[src/hdl/rius_pkg.sv]
`default_nettype none

package rius_pkg;

  // word format
  localparam int WORD_W = 32;
  localparam int FRAC_W = 16;
  localparam int REG_W  = 31;
  localparam int MAG_W  = WORD_W + FRAC_W;

  // iteration counters of the serial units
  localparam int MUL_CNT_W = $clog2(WORD_W);
  localparam int DIV_CNT_W = $clog2(MAG_W);

  // configuration register indexes
  localparam int CFG_IDX_W = 2;
  localparam logic [CFG_IDX_W-1:0] CFG_MODE   = 2'd0;
  localparam logic [CFG_IDX_W-1:0] CFG_DT     = 2'd1;
  localparam logic [CFG_IDX_W-1:0] CFG_LAMBDA = 2'd2;

  // sweep modes
  localparam logic MODE_DENSITY = 1'b0;
  localparam logic MODE_ENERGY  = 1'b1;

  // fixed point constants
  localparam logic [WORD_W-1:0] FX_ONE    = WORD_W'(64'd1 << FRAC_W);
  localparam logic [REG_W-1:0]  REG_ONE   = REG_W'(64'd1 << FRAC_W);
  localparam logic [WORD_W-1:0] WORD_MAX  = {1'b0, {(WORD_W-1){1'b1}}};
  localparam logic [WORD_W-1:0] WORD_MIN  = {1'b1, {(WORD_W-1){1'b0}}};

  typedef logic signed [WORD_W-1:0] word_t;

  typedef struct packed {
    logic  masked;
    word_t theta_cell;
    word_t eta_cell;
    word_t mu_cell;
    word_t old_value;
    word_t density_n;
    logic  last_cell;
  } in_item_t;

  typedef struct packed {
    word_t new_value;
    logic  ray_end;
    logic  saturated;
  } out_item_t;

  // request to a serial arithmetic unit
  typedef struct packed {
    logic  start;
    word_t a;
    word_t b;
  } op_req_t;

  // answer of a serial arithmetic unit, done is a one-cycle pulse
  typedef struct packed {
    logic  done;
    logic  sat;
    word_t value;
  } op_res_t;

  // magnitude of a signed word, the most negative word maps to 2^(WORD_W-1)
  function automatic logic [WORD_W-1:0] fx_mag(input word_t x);
    logic [WORD_W-1:0] u;
    u = x;
    return x[WORD_W-1] ? (~u + 1'b1) : u;
  endfunction

  // sign and magnitude back to a word, clamped; result is {sat, value}
  function automatic logic [WORD_W:0] sat_mag(input logic neg, input logic [MAG_W-1:0] m);
    logic [MAG_W-1:0]  lim;
    logic              s;
    logic [WORD_W-1:0] v;
    s = 1'b0;
    if (neg && (m != '0)) begin
      lim = MAG_W'(WORD_MIN);
      if (m > lim) begin
        s = 1'b1;
        v = WORD_MIN;
      end else begin
        v = ~m[WORD_W-1:0] + 1'b1;
      end
    end else begin
      lim = MAG_W'(WORD_MAX);
      if (m > lim) begin
        s = 1'b1;
        v = WORD_MAX;
      end else begin
        v = m[WORD_W-1:0];
      end
    end
    return {s, v};
  endfunction

  // saturating add of two words; result is {sat, value}
  function automatic logic [WORD_W:0] sat_add(input word_t x, input word_t y);
    logic [WORD_W:0] s;
    s = {x[WORD_W-1], x} + {y[WORD_W-1], y};
    if (s[WORD_W] != s[WORD_W-1]) begin
      return {1'b1, (s[WORD_W] ? WORD_MIN : WORD_MAX)};
    end
    return {1'b0, s[WORD_W-1:0]};
  endfunction

endpackage

`default_nettype wire

[src/hdl/rius_mul.sv]
`default_nettype none

module rius_mul (
  input  logic              clk,
  input  logic              rst_n,
  input  rius_pkg::op_req_t req,
  output rius_pkg::op_res_t res
);
  import rius_pkg::*;

  localparam logic [1:0] PH_IDLE = 2'd0;
  localparam logic [1:0] PH_RUN  = 2'd1;
  localparam logic [1:0] PH_FIN  = 2'd2;

  logic [1:0]           phase_r;
  logic [MUL_CNT_W-1:0] cnt_r;
  logic [WORD_W-1:0]    ma_r;
  logic [WORD_W-1:0]    hi_r;
  logic [WORD_W-1:0]    lo_r;
  logic                 neg_r;
  logic                 done_r;
  logic                 sat_r;
  word_t                value_r;

  logic [WORD_W:0]      sum;
  logic [2*WORD_W-1:0]  prod;
  logic [WORD_W:0]      fin;

  // one multiplier bit per cycle: add the multiplicand, shift right
  always_comb begin
    sum  = {1'b0, hi_r} + (lo_r[0] ? {1'b0, ma_r} : '0);
    prod = {hi_r, lo_r};
    fin  = sat_mag(neg_r, prod[2*WORD_W-1:FRAC_W]);
  end

  // control
  always_ff @(posedge clk) begin
    if (!rst_n) begin
      phase_r <= PH_IDLE;
      done_r  <= 1'b0;
    end else begin
      done_r <= (phase_r == PH_FIN);
      case (phase_r)
        PH_IDLE: begin
          if (req.start) begin
            phase_r <= PH_RUN;
          end
        end
        PH_RUN: begin
          if (cnt_r == '0) begin
            phase_r <= PH_FIN;
          end
        end
        PH_FIN: begin
          phase_r <= PH_IDLE;
        end
        default: begin
          phase_r <= PH_IDLE;
        end
      endcase
    end
  end

  // datapath
  always_ff @(posedge clk) begin
    if (phase_r == PH_IDLE && req.start) begin
      ma_r  <= fx_mag(req.a);
      lo_r  <= fx_mag(req.b);
      hi_r  <= '0;
      neg_r <= req.a[WORD_W-1] ^ req.b[WORD_W-1];
      cnt_r <= MUL_CNT_W'(WORD_W - 1);
    end else if (phase_r == PH_RUN) begin
      hi_r  <= sum[WORD_W:1];
      lo_r  <= {sum[0], lo_r[WORD_W-1:1]};
      cnt_r <= cnt_r - 1'b1;
    end
    if (phase_r == PH_FIN) begin
      sat_r   <= fin[WORD_W];
      value_r <= fin[WORD_W-1:0];
    end
  end

  assign res.done  = done_r;
  assign res.sat   = sat_r;
  assign res.value = value_r;

endmodule

`default_nettype wire

[src/hdl/rius_div.sv]
`default_nettype none

module rius_div (
  input  logic              clk,
  input  logic              rst_n,
  input  rius_pkg::op_req_t req,
  output rius_pkg::op_res_t res
);
  import rius_pkg::*;

  localparam logic [1:0] PH_IDLE = 2'd0;
  localparam logic [1:0] PH_RUN  = 2'd1;
  localparam logic [1:0] PH_FIN  = 2'd2;

  logic [1:0]           phase_r;
  logic [DIV_CNT_W-1:0] cnt_r;
  logic [WORD_W-1:0]    d_r;
  logic [WORD_W-1:0]    rem_r;
  logic [MAG_W-1:0]     nq_r;
  logic                 neg_r;
  logic                 zero_r;
  logic                 xneg_r;
  logic                 xnz_r;
  logic                 done_r;
  logic                 sat_r;
  word_t                value_r;

  logic [WORD_W:0]      trial;
  logic [WORD_W:0]      diff;
  logic                 ge;
  logic [WORD_W:0]      fin;

  // restoring division, one quotient bit per cycle; numerator bits leave
  // the top of nq_r while quotient bits enter at the bottom
  always_comb begin
    trial = {rem_r, nq_r[MAG_W-1]};
    diff  = trial - {1'b0, d_r};
    ge    = (trial >= {1'b0, d_r});
    if (zero_r) begin
      fin = {1'b1, (xneg_r ? WORD_MIN : (xnz_r ? WORD_MAX : '0))};
    end else begin
      fin = sat_mag(neg_r, nq_r);
    end
  end

  // control
  always_ff @(posedge clk) begin
    if (!rst_n) begin
      phase_r <= PH_IDLE;
      done_r  <= 1'b0;
    end else begin
      done_r <= (phase_r == PH_FIN);
      case (phase_r)
        PH_IDLE: begin
          if (req.start) begin
            phase_r <= PH_RUN;
          end
        end
        PH_RUN: begin
          if (cnt_r == '0) begin
            phase_r <= PH_FIN;
          end
        end
        PH_FIN: begin
          phase_r <= PH_IDLE;
        end
        default: begin
          phase_r <= PH_IDLE;
        end
      endcase
    end
  end

  // datapath
  always_ff @(posedge clk) begin
    if (phase_r == PH_IDLE && req.start) begin
      d_r    <= fx_mag(req.b);
      nq_r   <= {fx_mag(req.a), {FRAC_W{1'b0}}};
      rem_r  <= '0;
      neg_r  <= req.a[WORD_W-1] ^ req.b[WORD_W-1];
      zero_r <= (req.b == '0);
      xneg_r <= req.a[WORD_W-1];
      xnz_r  <= (req.a != '0);
      cnt_r  <= DIV_CNT_W'(MAG_W - 1);
    end else if (phase_r == PH_RUN) begin
      rem_r <= ge ? diff[WORD_W-1:0] : trial[WORD_W-1:0];
      nq_r  <= {nq_r[MAG_W-2:0], ge};
      cnt_r <= cnt_r - 1'b1;
    end
    if (phase_r == PH_FIN) begin
      sat_r   <= fin[WORD_W];
      value_r <= fin[WORD_W-1:0];
    end
  end

  assign res.done  = done_r;
  assign res.sat   = sat_r;
  assign res.value = value_r;

endmodule

`default_nettype wire

[src/hdl/radial_implicit_upwind_sweep.sv]
`default_nettype none

// Implicit upwind sweep along one radial ray, signed Q16.16. Cells enter
// innermost first, one item per cell, and each gives one result item; the
// quotient of a cell feeds the next, so cells are worked one at a time by a
// sequencer driving a shared bit-serial multiplier and a bit-serial divider
// (48 quotient bits). A masked cell, or a first cell that gives zero, needs
// no arithmetic; a density-mode cell five products and one quotient; an
// energy-mode cell six and one quotient, or three products when its
// denominator is zero; an energy-mode first cell with positive mu only a
// quotient. A new item is taken while the previous result still waits in
// the output register. Write configuration through cfg_wr_en, cfg_index
// and cfg_wdata only while no cell is in flight; the block does not check.
module radial_implicit_upwind_sweep (
  input  logic                                 clk,
  input  logic                                 rst_n,
  input  logic                                 in_valid,
  output logic                                 in_ready,
  input  rius_pkg::in_item_t                   in_item,
  output logic                                 out_valid,
  input  logic                                 out_ready,
  output rius_pkg::out_item_t                  out_item,
  input  logic                                 cfg_wr_en,
  input  logic [rius_pkg::CFG_IDX_W-1:0]       cfg_index,
  input  logic [rius_pkg::REG_W-1:0]           cfg_wdata
);
  import rius_pkg::*;

  // sequencer steps: idle, one per product or quotient, and output
  localparam logic [3:0] ST_IDLE = 4'd0;
  localparam logic [3:0] ST_LT   = 4'd1;  // lambda * theta
  localparam logic [3:0] ST_NA   = 4'd2;  // n * (1 + lambda*theta)
  localparam logic [3:0] ST_DM   = 4'd3;  // dt * mu
  localparam logic [3:0] ST_LP   = 4'd4;  // lambda * prev_theta
  localparam logic [3:0] ST_LV   = 4'd5;  // tmp * prev_value
  localparam logic [3:0] ST_NB   = 4'd6;  // n * inner
  localparam logic [3:0] ST_DE   = 4'd7;  // dt * eta
  localparam logic [3:0] ST_DIV  = 4'd8;
  localparam logic [3:0] ST_OUT  = 4'd9;

  logic             mode_r;
  logic [REG_W-1:0] dt_r;
  logic [REG_W-1:0] lam_r;
  word_t            prev_value_r;
  word_t            prev_theta_r;
  logic             at_start_r;
  logic [3:0]       state_r;
  logic             issue_r;
  logic             sat_r;
  logic             out_valid_r;

  in_item_t         item_r;
  word_t            acc_a_r;
  word_t            acc_b_r;
  word_t            tmp_r;
  word_t            result_r;
  out_item_t        out_r;

  op_req_t          mul_req;
  op_res_t          mul_res;
  op_req_t          div_req;
  op_res_t          div_res;

  word_t            dt_w;
  word_t            lam_w;
  word_t            add_x;
  logic [WORD_W:0]  add_res;
  logic             mul_state;
  logic             in_fire;
  logic             out_load;
  logic             first_div;

  rius_mul u_mul (
    .clk   (clk),
    .rst_n (rst_n),
    .req   (mul_req),
    .res   (mul_res)
  );

  rius_div u_div (
    .clk   (clk),
    .rst_n (rst_n),
    .req   (div_req),
    .res   (div_res)
  );

  assign dt_w      = {1'b0, dt_r};
  assign lam_w     = {1'b0, lam_r};
  assign in_ready  = (state_r == ST_IDLE);
  assign in_fire   = in_valid && in_ready;
  assign out_load  = (state_r == ST_OUT) && (!out_valid_r || out_ready);
  assign first_div = !in_item.masked && (mode_r == MODE_ENERGY) &&
                     !in_item.mu_cell[WORD_W-1] && (in_item.mu_cell != '0);

  // operand selection for the shared multiplier
  always_comb begin
    mul_state = 1'b1;
    mul_req.a = lam_w;
    mul_req.b = item_r.theta_cell;
    case (state_r)
      ST_LT: begin
        mul_req.a = lam_w;
        mul_req.b = item_r.theta_cell;
      end
      ST_NA: begin
        mul_req.a = item_r.density_n;
        mul_req.b = acc_a_r;
      end
      ST_DM: begin
        mul_req.a = dt_w;
        mul_req.b = item_r.mu_cell;
      end
      ST_LP: begin
        mul_req.a = lam_w;
        mul_req.b = prev_theta_r;
      end
      ST_LV: begin
        mul_req.a = tmp_r;
        mul_req.b = prev_value_r;
      end
      ST_NB: begin
        mul_req.a = item_r.density_n;
        mul_req.b = acc_b_r;
      end
      ST_DE: begin
        mul_req.a = dt_w;
        mul_req.b = item_r.eta_cell;
      end
      default: begin
        mul_state = 1'b0;
      end
    endcase
    mul_req.start = mul_state && !issue_r;
  end

  // divider operands: eta/mu on the first cell of a ray, else b/a
  always_comb begin
    div_req.start = (state_r == ST_DIV) && !issue_r;
    div_req.a     = at_start_r ? item_r.eta_cell : acc_b_r;
    div_req.b     = at_start_r ? item_r.mu_cell  : acc_a_r;
  end

  // saturating add that follows a product
  always_comb begin
    case (state_r)
      ST_LT:   add_x = FX_ONE;
      ST_DM:   add_x = acc_a_r;
      ST_LV:   add_x = item_r.old_value;
      default: add_x = acc_b_r;
    endcase
    add_res = sat_add(add_x, mul_res.value);
  end

  // configuration, sequencer and ray state
  always_ff @(posedge clk) begin
    if (!rst_n) begin
      mode_r       <= MODE_DENSITY;
      dt_r         <= REG_ONE;
      lam_r        <= REG_ONE;
      prev_value_r <= '0;
      prev_theta_r <= '0;
      at_start_r   <= 1'b1;
      state_r      <= ST_IDLE;
      issue_r      <= 1'b0;
      sat_r        <= 1'b0;
      out_valid_r  <= 1'b0;
    end else begin
      if (cfg_wr_en) begin
        case (cfg_index)
          CFG_MODE:   mode_r <= cfg_wdata[0];
          CFG_DT:     dt_r   <= cfg_wdata;
          CFG_LAMBDA: lam_r  <= cfg_wdata;
          default: ;
        endcase
      end

      if (out_valid_r && out_ready && !out_load) begin
        out_valid_r <= 1'b0;
      end

      if (mul_req.start || div_req.start) begin
        issue_r <= 1'b1;
      end

      case (state_r)
        ST_IDLE: begin
          if (in_fire) begin
            sat_r <= 1'b0;
            if (in_item.masked) begin
              state_r <= ST_OUT;
            end else if (at_start_r) begin
              state_r <= first_div ? ST_DIV : ST_OUT;
            end else begin
              state_r <= ST_LT;
            end
          end
        end
        ST_LT: begin
          if (mul_res.done) begin
            issue_r <= 1'b0;
            sat_r   <= sat_r | mul_res.sat | add_res[WORD_W];
            state_r <= (mode_r == MODE_ENERGY) ? ST_NA : ST_DM;
          end
        end
        ST_NA: begin
          if (mul_res.done) begin
            issue_r <= 1'b0;
            sat_r   <= sat_r | mul_res.sat;
            state_r <= ST_DM;
          end
        end
        ST_DM: begin
          if (mul_res.done) begin
            issue_r <= 1'b0;
            sat_r   <= sat_r | mul_res.sat | add_res[WORD_W];
            if (mode_r == MODE_DENSITY) begin
              state_r <= ST_LP;
            end else if (add_res[WORD_W-1:0] == '0) begin
              state_r <= ST_OUT;
            end else begin
              state_r <= ST_LV;
            end
          end
        end
        ST_LP: begin
          if (mul_res.done) begin
            issue_r <= 1'b0;
            sat_r   <= sat_r | mul_res.sat;
            state_r <= ST_LV;
          end
        end
        ST_LV: begin
          if (mul_res.done) begin
            issue_r <= 1'b0;
            sat_r   <= sat_r | mul_res.sat | add_res[WORD_W];
            state_r <= (mode_r == MODE_ENERGY) ? ST_NB : ST_DE;
          end
        end
        ST_NB: begin
          if (mul_res.done) begin
            issue_r <= 1'b0;
            sat_r   <= sat_r | mul_res.sat;
            state_r <= ST_DE;
          end
        end
        ST_DE: begin
          if (mul_res.done) begin
            issue_r <= 1'b0;
            sat_r   <= sat_r | mul_res.sat | add_res[WORD_W];
            state_r <= ST_DIV;
          end
        end
        ST_DIV: begin
          if (div_res.done) begin
            issue_r <= 1'b0;
            sat_r   <= sat_r | div_res.sat;
            state_r <= ST_OUT;
          end
        end
        ST_OUT: begin
          if (out_load) begin
            out_valid_r  <= 1'b1;
            prev_value_r <= result_r;
            prev_theta_r <= item_r.theta_cell;
            at_start_r   <= item_r.last_cell;
            state_r      <= ST_IDLE;
          end
        end
        default: begin
          state_r <= ST_IDLE;
        end
      endcase
    end
  end

  // cell operands, intermediate values and the output register
  always_ff @(posedge clk) begin
    if (in_fire) begin
      item_r   <= in_item;
      result_r <= '0;
    end
    if (mul_res.done) begin
      case (state_r)
        ST_LT: begin
          tmp_r   <= mul_res.value;
          acc_a_r <= add_res[WORD_W-1:0];
        end
        ST_NA: acc_a_r <= mul_res.value;
        ST_DM: begin
          acc_a_r <= add_res[WORD_W-1:0];
          if (add_res[WORD_W-1:0] == '0) begin
            result_r <= prev_value_r;
          end
        end
        ST_LP: tmp_r   <= mul_res.value;
        ST_LV: acc_b_r <= add_res[WORD_W-1:0];
        ST_NB: acc_b_r <= mul_res.value;
        ST_DE: acc_b_r <= add_res[WORD_W-1:0];
        default: ;
      endcase
    end
    if (div_res.done && state_r == ST_DIV) begin
      result_r <= div_res.value;
    end
    if (out_load) begin
      out_r.new_value <= result_r;
      out_r.ray_end   <= item_r.last_cell;
      out_r.saturated <= sat_r;
    end
  end

  assign out_valid = out_valid_r;
  assign out_item  = out_r;

endmodule

`default_nettype wire

[config.mk]
export PLATFORM = sky130hd
export DESIGN_NAME = radial_implicit_upwind_sweep
export DESIGN_NICKNAME = d
export VERILOG_FILES = /design/src/hdl/rius_pkg.sv /design/src/hdl/rius_mul.sv /design/src/hdl/rius_div.sv /design/src/hdl/radial_implicit_upwind_sweep.sv
export SDC_FILE = /design/constraint.sdc
export NUM_CORES = 2
export LEC_CHECK = 0
export CORE_MARGIN = 2
export CORE_UTILIZATION = 45
export CTS_CLUSTER_DIAMETER = 60
export CTS_CLUSTER_SIZE = 8
export DETAILED_ROUTE_END_ITERATION = 16
export DONT_BUFFER_PORTS = 1
export GPL_TIMING_DRIVEN = 1
export SETUP_SLACK_MARGIN = 0.4
export SYNTH_ARGS = -nofsm -noshare
export SYNTH_HDL_FRONTEND = slang
export SYNTH_SLANG_ARGS = --single-unit
[constraint.sdc]
create_clock -name clk -period 7.5 [get_ports clk]
set_clock_uncertainty 0.05 [all_clocks]
set_input_delay 1.5 -clock clk [delete_from_list [all_inputs] [get_ports clk]]
set_output_delay 1.5 -clock clk [all_outputs]
set_load 0.1 [all_outputs]
# == Word level (Yosys, flattened, before mapping) ==
# Index checks and enable logic that the tools add are counted.
# word_totals
register_bits,754
inputBits,200
# op_classes
bitwise,11
add_sub_neg,11
n_eq_ne,32
n_mux,77
magnitude_cmp,5
reduce_logical,55
# op_table
op,count
32-bit 2-to-1 mux,22
64-bit case mux with 6 select lines,1
32-bit by 1-bit adder with 32-bit output (second input constant),6
32-bit NOT,6
32-bit case mux with 2 select lines,2
48-bit by 31-bit > comparator with 1-bit output (second input constant),2
48-bit by 32-bit > comparator with 1-bit output (second input constant),2
48-bit 2-to-1 mux,2
32-bit case mux with 3 select lines,1
48-bit nonzero test,2
31-bit 2-to-1 mux,3
33-bit 2-to-1 mux,2
32-bit logical NOT,2
32-bit nonzero test,2
4-bit 2-to-1 mux,14
4-bit case mux with 10 select lines,1
32-bit by 32-bit adder with 33-bit output,1
32-bit by 33-bit adder with 33-bit output,1
33-bit by 32-bit greater-or-equal comparator with 1-bit output,1
32-bit subtractor,1
2-bit by 1-bit != test with 1-bit output (second input constant),13
1-bit 2-to-1 mux,21
2-bit AND reduction,9
4-bit by 3-bit equality test with 1-bit output (second input constant),4
30 further kinds,70

# == Longest topological paths before layout ==
# depth
depth_word,11
ltp_mapped,27
depth_no_buf,19

# == By module ==
# A second synthesis with hierarchy kept.
# hier_totals
cells_unflattened,4229
hier_area_um2,40629.0
# by_module_without_submodules
module,area_each_um2,n_inst,cells_each
radial_implicit_upwind_sweep,22026.1,1,2168
rius_div,9754.4,1,1097
rius_mul,8848.5,1,964

# == Worst setup path before layout ==
# Ideal clock, no wire load.
# synth_path
kind,register -> register
startpoint,reg state_r[1]
endpoint,reg result_r[1]
setup_time_ns,0.119
arrival_time_ns,7.659
path_stages_with_launch,13
synth_period_minus_slack_ns,7.829
slack_ns,-0.329
n_path_buf,6
cell_sequence,dfxtp_1 buf_2 buf_2 buf_1 clkbuf_1 or3_1 clkbuf_1 nor2_1 and2_1 nor2_1 clkbuf_1 nand2_1 o21ai_1
# synth_between
elab_cells_between_ends,20
cone_classes,add/sub (1); eq/ne (5); mux (10); reduce/logical (4)
# synth_lines
item,line,rtl
start: declaration,radial_implicit_upwind_sweep.sv:47,logic [3:0] state_r;
start signal: assignment,radial_implicit_upwind_sweep.sv:192,state_r <= first_div ? ST_DIV : ST_OUT;
start signal: assignment,radial_implicit_upwind_sweep.sv:202,state_r <= (mode_r == MODE_ENERGY) ? ST_NA : ST_DM;
start signal: assignment,radial_implicit_upwind_sweep.sv:236,state_r <= (mode_r == MODE_ENERGY) ? ST_NB : ST_DE;
4-bit logical NOT *,radial_implicit_upwind_sweep.sv:89,assign in_ready = (state_r == ST_IDLE);
net in_ready,radial_implicit_upwind_sweep.sv:18,"output logic in_ready,"
1-bit logical AND *,radial_implicit_upwind_sweep.sv:90,assign in_fire = in_valid && in_ready;
net in_fire,radial_implicit_upwind_sweep.sv:69,logic in_fire;
32-bit 2-to-1 mux *,radial_implicit_upwind_sweep.sv:278,if (in_fire) begin
32-bit 2-to-1 mux,radial_implicit_upwind_sweep.sv:291,if (add_res[WORD_W-1:0] == '0) begin
32-bit 2-to-1 mux,radial_implicit_upwind_sweep.sv:283,case (state_r)
32-bit 2-to-1 mux *,radial_implicit_upwind_sweep.sv:282,if (mul_res.done) begin
32-bit 2-to-1 mux *,radial_implicit_upwind_sweep.sv:302,if (div_res.done && state_r == ST_DIV) begin
end signal: assignment,radial_implicit_upwind_sweep.sv:292,result_r <= prev_value_r;
end signal: assignment,radial_implicit_upwind_sweep.sv:303,result_r <= div_res.value;
end: declaration,radial_implicit_upwind_sweep.sv:56,word_t result_r;
# The timed path passes the listed nets; every way through them passes the cells marked *. The select of a mux whose other input is x is not followed.
# A chain may end at the register's enable or synchronous reset.

# == Final worst setup path ==
# layout_path
startpoint,reg state_r[3]
endpoint,reg result_r[0]
# layout_between
elab_chain_len,11
elab_cells_between_ends,20
cone_classes,add/sub (1); eq/ne (5); mux (10); reduce/logical (4)
# layout_lines
item,line,rtl
4-bit by 3-bit equality test with 1-bit output (tied with other cells),radial_implicit_upwind_sweep.sv:145,case (state_r)
32-bit case mux with 3 select lines,radial_implicit_upwind_sweep.sv:145,
32-bit by 32-bit adder with 33-bit output,rius_pkg.sv:99,"s = {x[WORD_W-1], x} + {y[WORD_W-1], y};"
32-bit 2-to-1 mux or 1-bit != test (tied branches),"rius_pkg.sv:101, rius_pkg.sv:100",
33-bit 2-to-1 mux or 1-bit 2-to-1 mux (tied branches),rius_pkg.sv:100,if (s[WORD_W] != s[WORD_W-1]) begin
33-bit 2-to-1 mux,rius_pkg.sv:103,"return {1'b0, s[WORD_W-1:0]};"
32-bit logical NOT,radial_implicit_upwind_sweep.sv:291,
32-bit 2-to-1 mux,radial_implicit_upwind_sweep.sv:291,
32-bit 2-to-1 mux,radial_implicit_upwind_sweep.sv:283,
32-bit 2-to-1 mux,radial_implicit_upwind_sweep.sv:282,
32-bit 2-to-1 mux *,radial_implicit_upwind_sweep.sv:302,
# Mark *: on every way between the ends. The rest lies on a longest branch, timed or not. The select of a mux whose other input is x is not followed.

==> impl_metrics.json <==
{
  "status": "complete, no violations",
  "synthTopCellsByArea": "edfxtp_1 (35%), dfxtp_1 (13%), nand2_1 (6.6%), o21ai_0 (4.1%), a21oi_1 (3.1%)",
  "slew_viol_final": 0,
  "hold_violations": 0,
  "r2r.worst_path.cells": 19,
  "via_per_inst": 6.161,
  "holdCritPathClass": "reg2reg",
  "worstPathRequired_ps": 8040,
  "cts_max_level": 3,
  "crit_top_cell": "inv_1",
  "fin_crit_ps": 6677,
  "path_buf_inv": 3,
  "leakagePower_nw": 16.78,
  "ioPinCount": 236,
  "tritoncts": "yes",
  "arrival_ps": 7210,
  "setup_viol": 0,
  "yosys_warnings": 0,
  "avgSynthCellArea_um2": 9.499,
  "grt_pass1_wl_mm": 210.8,
  "rows": 111,
  "final_cells": 5549,
  "timing.rr.start": "state_r[3]",
  "dp_cells": 5341,
  "antenna_found_initial": 6,
  "wire_per_inst_um": 26.02,
  "met3WireLength_mm": 12.94,
  "drt_wl_total_mm": 144.4,
  "synth_ff_type": "edfxtp_1",
  "syn2layout_area_growth_pct": 10.20,
  "worstPathCellList": "nand2b_2 -> nor2_4 -> a22o_1 -> a222oi_1 -> inv_1 -> ha_1 -> inv_1 -> fa_1 -> and2b_1 -> o2111ai_1 -> and4b_1 -> or4b_1 -> a2111o_1 -> a32oi_1 -> nor4b_1 -> and4_1 -> buf_4 -> and4b_4 -> o21ai_0",
  "cp-startpoint": "state_r[3]",
  "endpoint_kind": "flip-flop",
  "core_mm2": 0.09152,
  "crit_path_end": "result_r[0]",
  "grt_max_degree": 145,
  "ys_ff_latch": 754,
  "fmaxAchievable_mhz": 149.8,
  "cts_hold_buffers": 0,
  "crit_family": "simple AND/OR/NAND/NOR gates",
  "clockBufferDepth": 3,
  "largest_register": "item_r",
  "drive_above_1_share_pct": 6.491,
  "postCtsSetupBuffers": 0,
  "critPathLaunchType": "flip-flop",
  "top_layer": "met5",
  "route.detailed.drc": 0,
  "fin_crit_sh_pct": 89.03,
  "reg2reg_slack_ps": 820,
  "root_buffer": "clkbuf_16",
  "synth_edf_count": 490,
  "grtUsageTotal_pct": 29.92,
  "ant_nets": 0,
  "crit_cells": 19,
  "rsz0062_at_grt": "false",
  "drtPass1Iterations": 11,
  "critical_path_class": "reg2reg",
  "die_h_um": 307.7,
  "max_stage_delay_ps": 670,
  "dieArea_mm2": 0.09469,
  "cpMaxStageDelayCell": "nor2_4",
  "via_count": 34190,
  "synthTopCellsByCount": "nand2_1 (729), edfxtp_1 (490), o21ai_0 (337)",
  "maxCapViolCount": 0,
  "largest_reg_flops": 161,
  "cts_sinks": 754,
  "worst_pin_slew_ps": 1251,
  "fin_nets": 4574,
  "yosysUniqueCellTypes": 98,
  "nFillCells": 8399,
  "port_buffers": 0,
  "yosysSeqAreaShare_pct": 48.18,
  "cp_max_fo": 38,
  "drt-met1-wl_mm": 61.11,
  "wl_met2_mm": 61.88,
  "pwr_density_cell_mw_per_mm2": 385.0,
  "gp_congestion": 0.9616,
  "initial_core_util_pct": 45.35,
  "drt_iter0_drc": 4060,
  "synth_area_mm2": 0.04151,
  "die_x_um": 307.7,
  "synthCells": 4370,
  "r2r-end": "result_r[0]",
  "multiInputGateArea_mm2": 0.02003,
  "synth_area_leader_cell": "edfxtp_1",
  "grt-ovfl-total": 0,
  "grt_pass1_vias": 31020,
  "cts_buffers": 110,
  "clk_latency_ps": 730,
  "syn-num-nets": 4677,
  "place_hpwl_mm": 103.5,
  "tns_ps": 0,
  "clk_pin_slew_ps": 50,
  "yosysMostFrequentCell": "nand2_1",
  "synthArstFlopShare_pct": 0,
  "yosysTopAreaCellShare_pct": 35.45,
  "seq_area_mm2": 0.02001,
  "cts_resized": 0,
  "peakVddDrop_mv": 0.2289,
  "timing.slew.headroom_pct": 14.21
}
-- routing by layer --
metal	global-route usage [%]	vias up
met1	41.39	16300
met4	15.90	4
met3	6.166	279
met5	0.05168	-
li1	-	15880
met2	43.92	1727
-- power by group --
group	leakage (nW)	switching [mW]	internal [mW]
registers	6.69	0.945	5.58
logic	8.51	4.08	2.21
clock network	1.58	1.94	2.85
-- placed cells by master, fill, tap and decap left out, types with 34 or more instances in the layout --
| master | n |
|---|---|
| xnor2_1 | 120 |
| nand2b_1 | 36 |
| o31ai_1 | 34 |
| clkbuf_16 | 110 |
| nand3_1 | 74 |
| a22oi_1 | 38 |
| ha_1 | 104 |
| dfxtp_1 | 259 |
| a22o_1 | 36 |
| edfxtp_1 | 490 |
| mux2i_1 | 122 |
| nor4_1 | 72 |
| buf_4 | 52 |
| o21ai_1 | 35 |
| nand2_1 | 728 |
| or3_1 | 38 |
| o21ai_0 | 337 |
| a222oi_1 | 60 |
| nor3_1 | 78 |
| inv_1 | 123 |
| a21boi_0 | 130 |
| clkbuf_1 | 75 |
| xor2_1 | 88 |
| and2_1 | 77 |
| a21oi_1 | 260 |
| nor2_1 | 223 |
| a21o_1 | 47 |
-- how the worst min path moves through the flow --
stage                     start          endpoint  slack (ps)  cells past startpoint
6_report        prev_theta_r[8]   prev_theta_r[8]         410                      2
3_5_place_dp            dt_r[2]           dt_r[2]         400                      2
2_1_floorplan         item_r[0]       out_item[1]         380                      0
5_1_grt        prev_theta_r[27]  prev_theta_r[27]         430                      2
4_1_cts         prev_theta_r[8]   prev_theta_r[8]         410                      2
3_3_place_gp          item_r[0]       out_item[1]         390                      0
-- area by class of cell --
class | count | area share [%]
Inverter | 125 | 1.031
Sequential cell | 754 | 43.75
Antenna cell | 3 | 0.01641
Multi-Input combinational cell | 3223 | 43.80
Clock inverter | 20 | 0.6264
Tap cell | 1186 | 3.244
Timing Repair Buffer | 53 | 0.8972
Clock buffer | 185 | 6.633
-- worst min-delay path, delay by kind of cell, from the launching register on --
| family | cells | cell delay [ps] |
|---|---|---|
| flip-flops | 1 | 300 |
| AO/OA/AOI/OAI | 1 | 60 |
| AND/OR/NAND/NOR | 1 | 50 |
-- per-stage QoR --
stage	utilization [%]	worst slack [ps]	area (um2)	hold slack [ps]	total power, mW
after floorplan	-	1242	41510	376.2	10.75
after global placement	46.34	1025	42410	389.6	12.70
after detailed placement	46.34	999.2	42410	404.9	12.72
after CTS	49.97	969.0	45730	412.1	17.56
after global routing	49.97	555.8	45730	433.6	18.52
final	49.98	822.7	45740	411.2	17.61
-- cells by family after synthesis --
group	after synthesis	share of synthesized area (%)
AOI/OAI and AO/OA	1247	19.66
xor gates and xnor gates	208	4.389
DFF	754	48.18
buffers and inverters	393	3.819
and+or+nand+nor	1513	17.00
adders and majority gates	108	3.304
muxes	147	3.647
(Power assumes the default switching activity.)
